File: src/sv/u8u16_pkg.sv
`timescale 1ns / 1ps

package u8u16_pkg;

    typedef logic [7:0]  t_byte;
    typedef logic [15:0] t_unit;
    typedef logic [20:0] t_point;
    typedef logic [1:0]  t_kind;

    localparam t_unit  REPL_UNIT   = 16'hfffd;
    localparam t_point MAX_POINT   = 21'h10ffff;
    localparam t_point SURR_LOW    = 21'h00d800;
    localparam t_point SURR_HIGH   = 21'h00dfff;
    localparam t_point PLANE1      = 21'h010000;
    localparam t_point MIN_TWO     = 21'h000080;
    localparam t_point MIN_THREE   = 21'h000800;
    localparam t_unit  HIGH_BASE   = 16'hd800;
    localparam t_unit  LOW_BASE    = 16'hdc00;
    localparam t_unit  MAX_UNITS_RST = 16'd256;

    localparam t_kind KIND_NONE = 2'd0;
    localparam t_kind KIND_UNIT = 2'd1;
    localparam t_kind KIND_PAIR = 2'd2;
    localparam t_kind KIND_TERM = 2'd3;

    localparam int MAX_RESULTS = 4;

endpackage

File: src/sv/u8u16_byte_if.sv
`timescale 1ns / 1ps

interface u8u16_byte_if;
    logic                valid;
    logic                ready;
    u8u16_pkg::t_byte    byte_value;

    modport source (output valid, output byte_value, input ready);
    modport sink (input valid, input byte_value, output ready);
endinterface

File: src/sv/u8u16_unit_if.sv
`timescale 1ns / 1ps

interface u8u16_unit_if;
    logic                valid;
    logic                ready;
    u8u16_pkg::t_unit    code_unit;
    logic                last;

    modport source (output valid, output code_unit, output last, input ready);
    modport sink (input valid, input code_unit, input last, output ready);
endinterface

File: src/sv/utf8_to_utf16_transcoder.sv
// output: the first code unit of a byte is offered in the cycle after the byte transfer
// throughput: one byte per cycle while each byte gives at most one code unit and o_unit is ready;
//   a byte giving n units holds the four-entry result register for n output transfers
// reset: synchronous, active low; clears the open sequence, unit count, full flag and
//   result count, and sets max_units to 256
`timescale 1ns / 1ps

module utf8_to_utf16_transcoder (
    input  logic               i_clk,
    input  logic               i_rst_n,
    input  logic               i_cfg_we,
    input  logic [15:0]        i_cfg_data,
    u8u16_byte_if.sink         i_byte,
    u8u16_unit_if.source       o_unit
);

    logic [15:0]             r_max_units;
    u8u16_pkg::t_point       r_partial, n_partial;
    logic [2:0]              r_seq_len, n_seq_len;
    logic [2:0]              r_bytes_seen, n_bytes_seen;
    logic [15:0]             r_units_written, n_units_written;
    logic                    r_output_full, n_output_full;
    u8u16_pkg::t_unit        r_unit [u8u16_pkg::MAX_RESULTS];
    u8u16_pkg::t_unit        n_unit [u8u16_pkg::MAX_RESULTS];
    logic [2:0]              r_cnt, n_cnt;
    logic                    r_term, n_term;

    logic                    in_xfer;
    logic                    out_xfer;
    u8u16_pkg::t_byte        b;
    logic                    is_cont;
    u8u16_pkg::t_point       shifted;
    logic [2:0]              bs_inc;
    logic                    seq_done;
    u8u16_pkg::t_point       min_point;
    logic                    bad_value;

    u8u16_pkg::t_kind        lead_kind;
    u8u16_pkg::t_point       lead_point;
    u8u16_pkg::t_point       lead_partial;
    logic [2:0]              lead_len;

    u8u16_pkg::t_kind        kind;
    u8u16_pkg::t_point       point;
    logic [2:0]              repl_k;
    logic                    use_lead;
    logic                    hold_seq;

    logic [15:0]             m_eff;
    logic [15:0]             lim;
    logic [15:0]             avail;
    logic [15:0]             avail2;
    logic [2:0]              emit_e;
    logic                    full1;
    logic                    full2;
    logic [1:0]              pn;
    u8u16_pkg::t_unit        pu0, pu1;
    u8u16_pkg::t_point       offset;
    logic [2:0]              rel;

    assign in_xfer  = i_byte.valid && i_byte.ready;
    assign out_xfer = o_unit.valid && o_unit.ready;

    assign i_byte.ready     = (r_cnt == 3'd0) || (r_cnt == 3'd1 && o_unit.ready);
    assign o_unit.valid     = (r_cnt != 3'd0);
    assign o_unit.code_unit = r_unit[0];
    assign o_unit.last      = r_term && (r_cnt == 3'd1);

    assign b        = i_byte.byte_value;
    assign is_cont  = (b[7:6] == 2'b10);
    assign shifted  = {r_partial[14:0], b[5:0]};
    assign bs_inc   = r_bytes_seen + 3'd1;
    assign seq_done = (bs_inc == r_seq_len);

    always_comb begin
        case (r_seq_len)
            3'd2:    min_point = u8u16_pkg::MIN_TWO;
            3'd3:    min_point = u8u16_pkg::MIN_THREE;
            default: min_point = u8u16_pkg::PLANE1;
        endcase
    end

    assign bad_value = (shifted < min_point) || (shifted > u8u16_pkg::MAX_POINT)
                       || (shifted >= u8u16_pkg::SURR_LOW && shifted <= u8u16_pkg::SURR_HIGH);

    // lead byte decode
    always_comb begin
        lead_kind    = u8u16_pkg::KIND_UNIT;
        lead_point   = {5'd0, u8u16_pkg::REPL_UNIT};
        lead_partial = '0;
        lead_len     = 3'd0;
        if (b == 8'd0) begin
            lead_kind = u8u16_pkg::KIND_TERM;
        end else if (b[7] == 1'b0) begin
            lead_point = {13'd0, b};
        end else if (b[7:5] == 3'b110) begin
            lead_kind    = u8u16_pkg::KIND_NONE;
            lead_partial = {16'd0, b[4:0]};
            lead_len     = 3'd2;
        end else if (b[7:4] == 4'b1110) begin
            lead_kind    = u8u16_pkg::KIND_NONE;
            lead_partial = {17'd0, b[3:0]};
            lead_len     = 3'd3;
        end else if (b[7:3] == 5'b11110) begin
            lead_kind    = u8u16_pkg::KIND_NONE;
            lead_partial = {18'd0, b[2:0]};
            lead_len     = 3'd4;
        end
    end

    // path select
    always_comb begin
        use_lead = 1'b0;
        hold_seq = 1'b0;
        repl_k   = 3'd0;
        kind     = u8u16_pkg::KIND_NONE;
        point    = shifted;
        if (r_seq_len == 3'd0) begin
            use_lead = 1'b1;
        end else if (!is_cont) begin
            use_lead = 1'b1;
            repl_k   = r_bytes_seen;
        end else if (!seq_done) begin
            hold_seq = 1'b1;
        end else if (bad_value) begin
            repl_k = r_seq_len;
        end else begin
            kind = (shifted >= u8u16_pkg::PLANE1) ? u8u16_pkg::KIND_PAIR
                                                   : u8u16_pkg::KIND_UNIT;
        end
        if (use_lead) begin
            kind  = lead_kind;
            point = lead_point;
        end
    end

    // capacity
    assign m_eff  = (r_max_units == 16'd0) ? 16'd1 : r_max_units;
    assign lim    = m_eff - 16'd1;
    assign avail  = (r_units_written < lim) ? (lim - r_units_written) : 16'd0;
    assign full1  = r_output_full || ({13'd0, repl_k} > avail);
    assign emit_e = r_output_full ? 3'd0
                  : (({13'd0, repl_k} > avail) ? avail[2:0] : repl_k);
    assign avail2 = avail - {13'd0, emit_e};
    assign offset = point - u8u16_pkg::PLANE1;

    always_comb begin
        pn    = 2'd0;
        full2 = full1;
        pu0   = point[15:0];
        pu1   = u8u16_pkg::LOW_BASE | {6'd0, offset[9:0]};
        case (kind)
            u8u16_pkg::KIND_TERM: begin
                pn  = 2'd1;
                pu0 = 16'd0;
            end
            u8u16_pkg::KIND_UNIT: begin
                if (!full1) begin
                    if (avail2 != 16'd0) pn = 2'd1;
                    else full2 = 1'b1;
                end
            end
            u8u16_pkg::KIND_PAIR: begin
                pu0 = u8u16_pkg::HIGH_BASE | {6'd0, offset[19:10]};
                if (!full1) begin
                    if (avail2 >= 16'd2) pn = 2'd2;
                    else full2 = 1'b1;
                end
            end
            default: begin
                pn = 2'd0;
            end
        endcase
    end

    // result register load and drain
    always_comb begin
        n_cnt  = r_cnt;
        n_term = r_term;
        rel    = 3'd0;
        for (int i = 0; i < u8u16_pkg::MAX_RESULTS; i++) begin
            n_unit[i] = r_unit[i];
        end
        if (out_xfer) begin
            n_cnt = r_cnt - 3'd1;
            for (int i = 0; i < u8u16_pkg::MAX_RESULTS - 1; i++) begin
                n_unit[i] = r_unit[i + 1];
            end
        end
        if (in_xfer) begin
            n_cnt  = emit_e + {1'b0, pn};
            n_term = (kind == u8u16_pkg::KIND_TERM);
            for (int i = 0; i < u8u16_pkg::MAX_RESULTS; i++) begin
                rel = 3'(i) - emit_e;
                if (3'(i) < emit_e) n_unit[i] = u8u16_pkg::REPL_UNIT;
                else if (rel == 3'd0) n_unit[i] = pu0;
                else n_unit[i] = pu1;
            end
        end
    end

    // string state
    always_comb begin
        n_partial       = r_partial;
        n_seq_len       = r_seq_len;
        n_bytes_seen    = r_bytes_seen;
        n_units_written = r_units_written;
        n_output_full   = r_output_full;
        if (in_xfer) begin
            if (kind == u8u16_pkg::KIND_TERM) begin
                n_partial       = '0;
                n_seq_len       = 3'd0;
                n_bytes_seen    = 3'd0;
                n_units_written = 16'd0;
                n_output_full   = 1'b0;
            end else if (hold_seq) begin
                n_partial    = shifted;
                n_bytes_seen = bs_inc;
            end else begin
                n_units_written = r_units_written + {13'd0, emit_e} + {14'd0, pn};
                n_output_full   = full2;
                n_partial       = lead_partial;
                n_seq_len       = lead_len;
                n_bytes_seen    = (lead_len != 3'd0) ? 3'd1 : 3'd0;
                if (!use_lead) begin
                    n_partial    = '0;
                    n_seq_len    = 3'd0;
                    n_bytes_seen = 3'd0;
                end
            end
        end
    end

    always_ff @(posedge i_clk) begin
        if (!i_rst_n) begin
            r_max_units     <= u8u16_pkg::MAX_UNITS_RST;
            r_partial       <= '0;
            r_seq_len       <= 3'd0;
            r_bytes_seen    <= 3'd0;
            r_units_written <= 16'd0;
            r_output_full   <= 1'b0;
            r_cnt           <= 3'd0;
            r_term          <= 1'b0;
        end else begin
            if (i_cfg_we) begin
                r_max_units <= i_cfg_data;
            end
            r_partial       <= n_partial;
            r_seq_len       <= n_seq_len;
            r_bytes_seen    <= n_bytes_seen;
            r_units_written <= n_units_written;
            r_output_full   <= n_output_full;
            r_cnt           <= n_cnt;
            r_term          <= n_term;
        end
    end

    always_ff @(posedge i_clk) begin
        for (int i = 0; i < u8u16_pkg::MAX_RESULTS; i++) begin
            r_unit[i] <= n_unit[i];
        end
    end

`ifndef ASSERT_OFF
    a_last_is_zero: assert property (@(posedge i_clk) disable iff (!i_rst_n)
        (o_unit.valid && o_unit.last) |-> (o_unit.code_unit == 16'd0))
        else $error("last unit is not zero");

    a_seq_count: assert property (@(posedge i_clk) disable iff (!i_rst_n)
        (r_seq_len == 3'd0 && r_bytes_seen == 3'd0)
        || (r_seq_len >= 3'd2 && r_seq_len <= 3'd4 && r_bytes_seen >= 3'd1
            && r_bytes_seen < r_seq_len))
        else $error("open sequence count out of step");

    a_full_silent: assert property (@(posedge i_clk) disable iff (!i_rst_n)
        (in_xfer && r_output_full && i_byte.byte_value != 8'd0) |=> (r_cnt == 3'd0))
        else $error("unit produced after output full");
`endif

endmodule
File: src/flat_wrapper.sv
// flat-port wrapper written by rule: the top's interface ports become plain ports
module utf8_to_utf16_transcoder_flat 
  (i_clk, i_rst_n, i_cfg_we, i_cfg_data, i_byte_valid, i_byte_byte_value, i_byte_ready, o_unit_valid, o_unit_code_unit, o_unit_last, o_unit_ready);
  u8u16_byte_if i_byte_i ();
  u8u16_unit_if o_unit_i ();
  input  logic i_clk;
  input  logic i_rst_n;
  input  logic i_cfg_we;
  input  logic [15:0] i_cfg_data;
  input wire logic [$bits(i_byte_i.valid)-1:0] i_byte_valid;
  input wire logic [$bits(i_byte_i.byte_value)-1:0] i_byte_byte_value;
  output wire logic [$bits(i_byte_i.ready)-1:0] i_byte_ready;
  output wire logic [$bits(o_unit_i.valid)-1:0] o_unit_valid;
  output wire logic [$bits(o_unit_i.code_unit)-1:0] o_unit_code_unit;
  output wire logic [$bits(o_unit_i.last)-1:0] o_unit_last;
  input wire logic [$bits(o_unit_i.ready)-1:0] o_unit_ready;
  assign i_byte_i.valid = i_byte_valid;
  assign i_byte_i.byte_value = i_byte_byte_value;
  assign i_byte_ready = i_byte_i.ready;
  assign o_unit_valid = o_unit_i.valid;
  assign o_unit_code_unit = o_unit_i.code_unit;
  assign o_unit_last = o_unit_i.last;
  assign o_unit_i.ready = o_unit_ready;
  utf8_to_utf16_transcoder u_core (.i_clk(i_clk), .i_rst_n(i_rst_n), .i_cfg_we(i_cfg_we), .i_cfg_data(i_cfg_data), .i_byte(i_byte_i), .o_unit(o_unit_i));
endmodule
File: config.mk
export PLATFORM = sky130hd
export DESIGN_NAME = utf8_to_utf16_transcoder_flat
export DESIGN_NICKNAME = d
export VERILOG_FILES = /design/src/sv/u8u16_pkg.sv /design/src/sv/u8u16_byte_if.sv /design/src/sv/u8u16_unit_if.sv /design/src/sv/utf8_to_utf16_transcoder.sv /design/src/flat_wrapper.sv
export SDC_FILE = /design/constraint.sdc
export NUM_CORES = 1
export LEC_CHECK = 0
export BUFFER_PORTS_ARGS = -buffer_cell sky130_fd_sc_hd__buf_4
export CAP_MARGIN = 25
export CORE_UTILIZATION = 40
export CTS_BUF_LIST = sky130_fd_sc_hd__clkbuf_4 sky130_fd_sc_hd__clkbuf_8
export DETAILED_ROUTE_END_ITERATION = 8
export SKIP_LAST_GASP = 1
export SYNTH_ARGS = -nofsm -noshare
export SYNTH_HDL_FRONTEND = slang
export SYNTH_SLANG_ARGS = --single-unit
export TNS_END_PERCENT = 1
File: constraint.sdc
create_clock -name i_clk -period 11.4 [get_ports i_clk]
set_input_delay 3.42 -clock i_clk [delete_from_list [all_inputs] [get_ports i_clk]]
set_output_delay 3.42 -clock i_clk [all_outputs]
set_load 0.01 [all_outputs]
* Yosys cells after proc, flatten, opt, wreduce, memory -nomap -nowiden
Memory sizes are Yosys's and may differ from the RTL's.
Cells that the tools add are included.
** Storage, ports and cells
- Memories kept :: 1
- Logic and storage cells :: 143
- RAM bits :: 64
- Output and inout bits :: 19
- Flip-flop bits (word level) :: 58
** Operators by class
- Add/subtract/negate cells :: 13
- Reductions and logical operators :: 22
- Mux-type cells :: 75
- Eq/ne operators :: 12
- $lt $le $gt $ge :: 12
** Memories
- u_core.r_unit :: depth 4, bits a word 16, read ports 4, clocked after memory_dff 0, write ports 4, line utf8_to_utf16_transcoder.sv:23 : u8u16_pkg::t_unit r_unit [u8u16_pkg::MAX_RESULTS];
** Operators by type and width (number)
- $mux 16 :: 14
- $mux 15 :: 6
- $mux 64 :: 1
- $mux 3 :: 20
- $mux 48 :: 1
- $pmux 17 s2 :: 1
- $pmux 16 s2 :: 1
- $mux 2 :: 13
- $ge 21x16->1 const B :: 1
- $ge 21x17->1 const B :: 1
- $gt 21x21->1 const B :: 1
- $le 21x16->1 const B :: 1
- $lt 21x17->1 :: 1
- $mux 20 :: 1
- $sub 20x17->20 const B :: 1
- $logic_not 3->1 :: 6
- $add 16x2->16 :: 1
- $add 16x3->16 :: 1
- $ge 16x2->1 const B :: 1
- $gt 3x16->1 :: 1
- $logic_not 16->1 :: 1
- $lt 16x16->1 :: 1
- $reduce_bool 16->1 :: 1
- $sub 16x1->16 const B :: 1
- other kinds (28) :: 56

* Longest topological paths before layout
- Depth after elaboration :: 20
- Gate-level depth with buffers :: 48

* Least setup slack after synthesis
Ideal clock, no wire load.
- Kind :: input to register
- Start point :: input i_byte_byte_value[7]
- End point :: register u_core.r_units_written[11]
- Arrival :: 9.366 ns
- Path slack :: 1.906 ns
- Data required time :: 11.272 ns
- Stages on the path :: 28
- Cell sequence :: nor2b_1 nor2_1 a22oi_1 inv_2 ha_1 nor2b_1 o21ai_0 a32oi_1 nand3_1 nor4_4 mux2i_1 clkbuf_1 ha_1 a21oi_1 o21ai_0 a211o_1 a221oi_1 o2111ai_1 or2_2 a32o_1 fa_1 ha_1 fa_1 a21oi_1 nor3_1 nand4_1 xnor2_1 nor2_1
** Between the ends
- Longest elaborated chain between the ends :: 14
** RTL lines
- start: declaration :: line flat_wrapper.sv:11 : input wire logic [$bits(i_byte_i.byte_value)-1:0] i_byte_byte_value;
- $eq 2x2->1 :: line utf8_to_utf16_transcoder.sv:70 : assign is_cont = (b[7:6] == 2'b10);
- $mux 3 :: line utf8_to_utf16_transcoder.sv:120 : end else if (!is_cont) begin
- $mux 3 :: line utf8_to_utf16_transcoder.sv:118 : if (r_seq_len == 3'd0) begin
- $gt 3x16->1 :: line utf8_to_utf16_transcoder.sv:141, utf8_to_utf16_transcoder.sv:143
- $mux 3 :: line utf8_to_utf16_transcoder.sv:143 : : (({13'd0, repl_k} > avail) ? avail[2:0] : repl_k);
- $mux 3 :: line utf8_to_utf16_transcoder.sv:142 : assign emit_e = r_output_full ? 3'd0
- $sub 16x3->16 :: line utf8_to_utf16_transcoder.sv:144 : assign avail2 = avail - {13'd0, emit_e};
- $ge 16x2->1 / $reduce_bool 16->1 (equally long branches) :: line utf8_to_utf16_transcoder.sv:166, utf8_to_utf16_transcoder.sv:159
- $mux 2 / $mux 1 (equally long branches) :: line utf8_to_utf16_transcoder.sv:166, utf8_to_utf16_transcoder.sv:159
- $mux 2, on equally long branches :: line utf8_to_utf16_transcoder.sv:165, utf8_to_utf16_transcoder.sv:158
- $pmux 2 s3 :: line utf8_to_utf16_transcoder.sv:152 : case (kind)
- $add 16x2->16 :: line utf8_to_utf16_transcoder.sv:220 : n_units_written = r_units_written + {13'd0, emit_e} + {14'd0, pn};
- $mux 16 :: line utf8_to_utf16_transcoder.sv:216 : end else if (hold_seq) begin
- $mux 16 :: line utf8_to_utf16_transcoder.sv:210 : if (kind == u8u16_pkg::KIND_TERM) begin
- end signal: assignment :: line utf8_to_utf16_transcoder.sv:251 : r_units_written <= n_units_written;
- end: declaration :: line utf8_to_utf16_transcoder.sv:21 : logic [15:0] r_units_written, n_units_written;
Parallel ways exist; a longest one is shown, timed or not. The select of a mux whose other input is x is not followed.
A chain may end at the register's enable or synchronous reset.

* Final worst setup path
- Start point :: register u_core.r_max_units[2]
- End point :: register u_core.r_units_written[15]
** Between the ends
- Longest elaborated chain between the ends :: 16
** RTL lines
- start: declaration :: line utf8_to_utf16_transcoder.sv:17 : logic [15:0] r_max_units;
- start signal: assignment :: line utf8_to_utf16_transcoder.sv:236 : r_max_units <= u8u16_pkg::MAX_UNITS_RST;
- start signal: assignment :: line utf8_to_utf16_transcoder.sv:246 : r_max_units <= i_cfg_data;
- $logic_not 16->1 :: line utf8_to_utf16_transcoder.sv:138 : assign m_eff = (r_max_units == 16'd0) ? 16'd1 : r_max_units;
- $mux 16 (*) :: line utf8_to_utf16_transcoder.sv:138
- $sub 16x1->16 (*) :: line utf8_to_utf16_transcoder.sv:139 : assign lim = m_eff - 16'd1;
- $sub 16x16->16 / $lt 16x16->1 (equally long branches) :: line utf8_to_utf16_transcoder.sv:140 : assign avail = (r_units_written < lim) ? (lim - r_units_written) : 16'd0;
- $mux 16 (*) :: line utf8_to_utf16_transcoder.sv:140
- $gt 3x16->1 :: line utf8_to_utf16_transcoder.sv:141, utf8_to_utf16_transcoder.sv:143
- $mux 3 :: line utf8_to_utf16_transcoder.sv:143
- $mux 3 :: line utf8_to_utf16_transcoder.sv:142
- $sub 16x3->16 :: line utf8_to_utf16_transcoder.sv:144
- $ge 16x2->1 / $reduce_bool 16->1 (equally long branches) :: line utf8_to_utf16_transcoder.sv:166, utf8_to_utf16_transcoder.sv:159
- $mux 2 / $mux 1 (equally long branches) :: line utf8_to_utf16_transcoder.sv:166, utf8_to_utf16_transcoder.sv:159
- $mux 2, on equally long branches :: line utf8_to_utf16_transcoder.sv:165, utf8_to_utf16_transcoder.sv:158
- $pmux 2 s3 :: line utf8_to_utf16_transcoder.sv:152
- $add 16x2->16 (*) :: line utf8_to_utf16_transcoder.sv:220
- $mux 16 (*) :: line utf8_to_utf16_transcoder.sv:216
- $mux 16 (*) :: line utf8_to_utf16_transcoder.sv:210
Mark *: on every way between the ends. The rest lies on a longest branch, timed or not. The select of a mux whose other input is x is not followed.

==> out/qor.yml <==
grt_max_degree: 54
gp_congestion: 0.837
portBuffers: 47
period_share_pct: 88.1
drive_gt1_share_pct: 11.3
synth-seq-area-share_pct: 37.3
slew_violations: 0
wirelength_um: 20400
min_path_type: "reg -> reg"
ff2ff_path_depth: 44
post-dp-hpwl_um: 15000
cts_tree: "yes"
synth_nets: 1000
critPathArrivalTime_ns: 10.37
vias_per_cell: 5.51
fin_skew_ns: 0.0190
start_util_pct: 40.9
n_fill_cell: 1970
grt_usage_pct: 19.5
overflow: 0
status: "finished, final reports clean"
p_leak_nw: 3.64
fmax_mhz: 99.5
clock-sinks: 122
synth_edf_count: 64
setup_tns_ns: 0
critPathMaxStageDelay_ns: 0.53
post-route-min-period_ns: 10.05
route.vias.total: 6852
regToRegSetupSlack_ns: 1.35
crit_fanout: 9
post_cts_buffers: 0
cts_max_level: 4
critPathBufInv: 1
endpoint_kind: "register"
clockBufferDepth: 2
regArea_um2: 3080
cp_slowest_cell: "nor4_4"
fin_nets: 1037
dpl.cell_count: 1212
synthCells: 924
ctsResizeCount: 0
maxCapViolCount: 0
hold_end: "u_core.r_term"
ir_worst_vdd_v: 0.000163
syn_to_final_growth_pct: 12.0
grt_antenna_before_repair: 0
rsz0062_at_grt: "false"
syn_area_um2: 8280
ys_types: 77
startpoint_type: "register"
antenna_cells: 0
core_um2: 20200
r2r_end: "u_core.r_units_written[15]"
ant_nets: 0
worst_pin_slew_ns: 1.04
worstPathRequired_ns: 11.72
root_buffer: "clkbuf_8"
die_x_um: 146
crit_family: "simple AND/OR/NAND/NOR gates"
ys.flop_type: "edfxtp_1"
power_density_nw_per_um2: 170
hold_path_startpoint: "u_core.r_term"
hold_violations: 0
first_global_vias: 6437
final_cells: 1244
clk-insertion-delay-late_ns: 0.45
first_pass_iters: 5
relSlewSlack_pct: 30.4
num_io_pins: 48
ys_warn_count: 0
cts_hold_buf: 0
std_cell_rows: 52
drt_iter0_markers: 463
avgRoutedWirePerCell_um: 16.4
synthArstFlopShare_pct: 0
die_h_um: 146
multi_input_area_um2: 4850
avgSynthCellArea_um2: 8.96
drc_errors: 0
holdPathStages: 2
r2r_start: "u_core.r_max_units[2]"
path_clk_slew_ns: 0.09
grt_first_pass_wirelength_um: 33200
dieArea_um2: 21300
cts_buffers: 17
synth-seq-cells: 122
cp.depth: 44
setup_viol: 0
worst-setup-path-type: "reg -> reg"
-- worst min-delay path: stages, from the launching register on --
cell	delay [ns]
dfxtp_1	0.32
nand2_1	0.05
a21oi_1	0.06
-- cell usage after synthesis, types with 4 or more instances --
cell / instances / area (µm²)
xor2_1: 10 / 87.6
a22oi_1: 21 / 158
a22o_1: 6 / 52.6
nand4_1: 9 / 56.3
nand3_1: 12 / 60.1
a211oi_1: 7 / 52.6
nand2_1: 76 / 285
nand2b_1: 12 / 75.1
and2_1: 9 / 56.3
dfxtp_1: 58 / 1160
clkbuf_1: 26 / 97.6
fa_1: 6 / 120
nand4b_1: 4 / 35.0
edfxtp_1: 64 / 1920
o31ai_1: 4 / 30.0
mux2i_1: 61 / 611
a21o_1: 6 / 45.0
nor2_1: 102 / 383
buf_2: 7 / 35.0
nor3_1: 23 / 115
inv_1: 43 / 161
ha_1: 41 / 513
xnor2_1: 23 / 201
o22a_1: 10 / 87.6
or3_1: 7 / 43.8
o21ai_0: 24 / 120
o22ai_1: 8 / 50.1
a31oi_1: 9 / 56.3
nor4_1: 10 / 62.6
or4_1: 4 / 30.0
o21a_1: 12 / 90.1
or2_2: 7 / 43.8
nor2b_1: 48 / 300
and3_1: 5 / 31.3
a21oi_1: 79 / 395
o211ai_1: 4 / 30.0
o21ai_1: 7 / 35.0
-- area by class of cell --
cell class,count,area share (%)
Timing Repair Buffer,57,4.62
Inverter,45,1.82
Sequential cell,122,33.3
Clock buffer,18,2.61
Tap cell,270,3.65
Multi-Input combinational cell,718,52.3
Clock inverter,14,1.73
-- per-layer routing --
| metal | vias up | share of wire, % | GRT usage (%) |
|---|---|---|---|
| met5 | - | 0 | 0 |
| met4 | 0 | 1.4 | 5.63 |
| met3 | 24 | 4.8 | 3.64 |
| met2 | 180 | 46 | 31.7 |
| met1 | 3222 | 48 | 26.4 |
| li1 | 3426 | - | - |
-- cells in the final DEF, fill, tap and decap left out, drive strengths merged, types with 9 or more instances in the layout --
cell and n:
and2 9, dfxtp 58, xnor2 23, nor2 103, a22oi 21, nor2b 48
nor3 23, or2 10, edfxtp 64, xor2 10, nor4 11, mux2i 61
nand2 76, buf 57, o21ai 31, o22a 10, nand4 9, o21a 12
nand3 12, nand2b 12, ha 41, clkbuf 18, a21oi 80, a31oi 9
inv 51
-- how the worst max path moves through the flow --
stage	from	to	slack, ns
after floorplan	i_byte_byte_value[7]	u_core.r_units_written[11]	1.91
after global placement	i_byte_byte_value[7]	u_core.r_units_written[15]	1.26
after detailed placement	i_byte_byte_value[7]	u_core.r_units_written[11]	1.14
after CTS	u_core.r_max_units[2]	u_core.r_units_written[15]	1.38
after global routing	u_core.r_max_units[2]	u_core.r_units_written[15]	0.43
final	u_core.r_max_units[2]	u_core.r_units_written[15]	1.35
-- kinds of logic (layout without fill, tap and decap cells) --
logic type,after synthesis,after routing,synth area share [%]
flip-flops,122,122,37.3
adder cells (fa/ha/maj),47,47,7.65
AO/OA/AOI/OAI,231,231,18.6
XOR/XNOR,34,34,3.76
buffers and inverters,84,134,4.19
AND/OR/NAND/NOR,342,342,20.6
multiplexers,64,64,7.88
-- where the power goes --
| part | internal (W) | total [W] | switching [W] |
|---|---|---|---|
| Sequential | 0.000583 | 0.000612 | 0.0000291 |
| Combinational | 0.000207 | 0.000560 | 0.000354 |
| Clock | 0.000202 | 0.000407 | 0.000205 |
-- through the flow --
stage	hold slack (ns)	util (%)	area, µm²	setup WS, ns	total power [W]
6_report	0.467	45.8	9270	1.35	0.00158
2_1_floorplan	0.434	-	8280	1.91	0.00101
3_3_place_gp	0.454	43.8	8860	1.26	0.00117
3_5_place_dp	0.460	43.8	8860	1.14	0.00118
5_1_grt	0.501	45.8	9270	0.431	0.00168
4_1_cts	0.473	45.8	9270	1.38	0.00159
-- registers in the layout, indices dropped and copies added, names as in the netlist --
signal / cells
u_core.r_max_units: 16
u_core.r_seq_len: 3
u_core.r_cnt: 3
u_core.r_term: 1
u_core.r_unit: 64
u_core.r_units_written: 16
u_core.r_partial: 15
u_core.r_bytes_seen: 3
u_core.r_output_full: 1
Power figures use the tool's default switching activity.
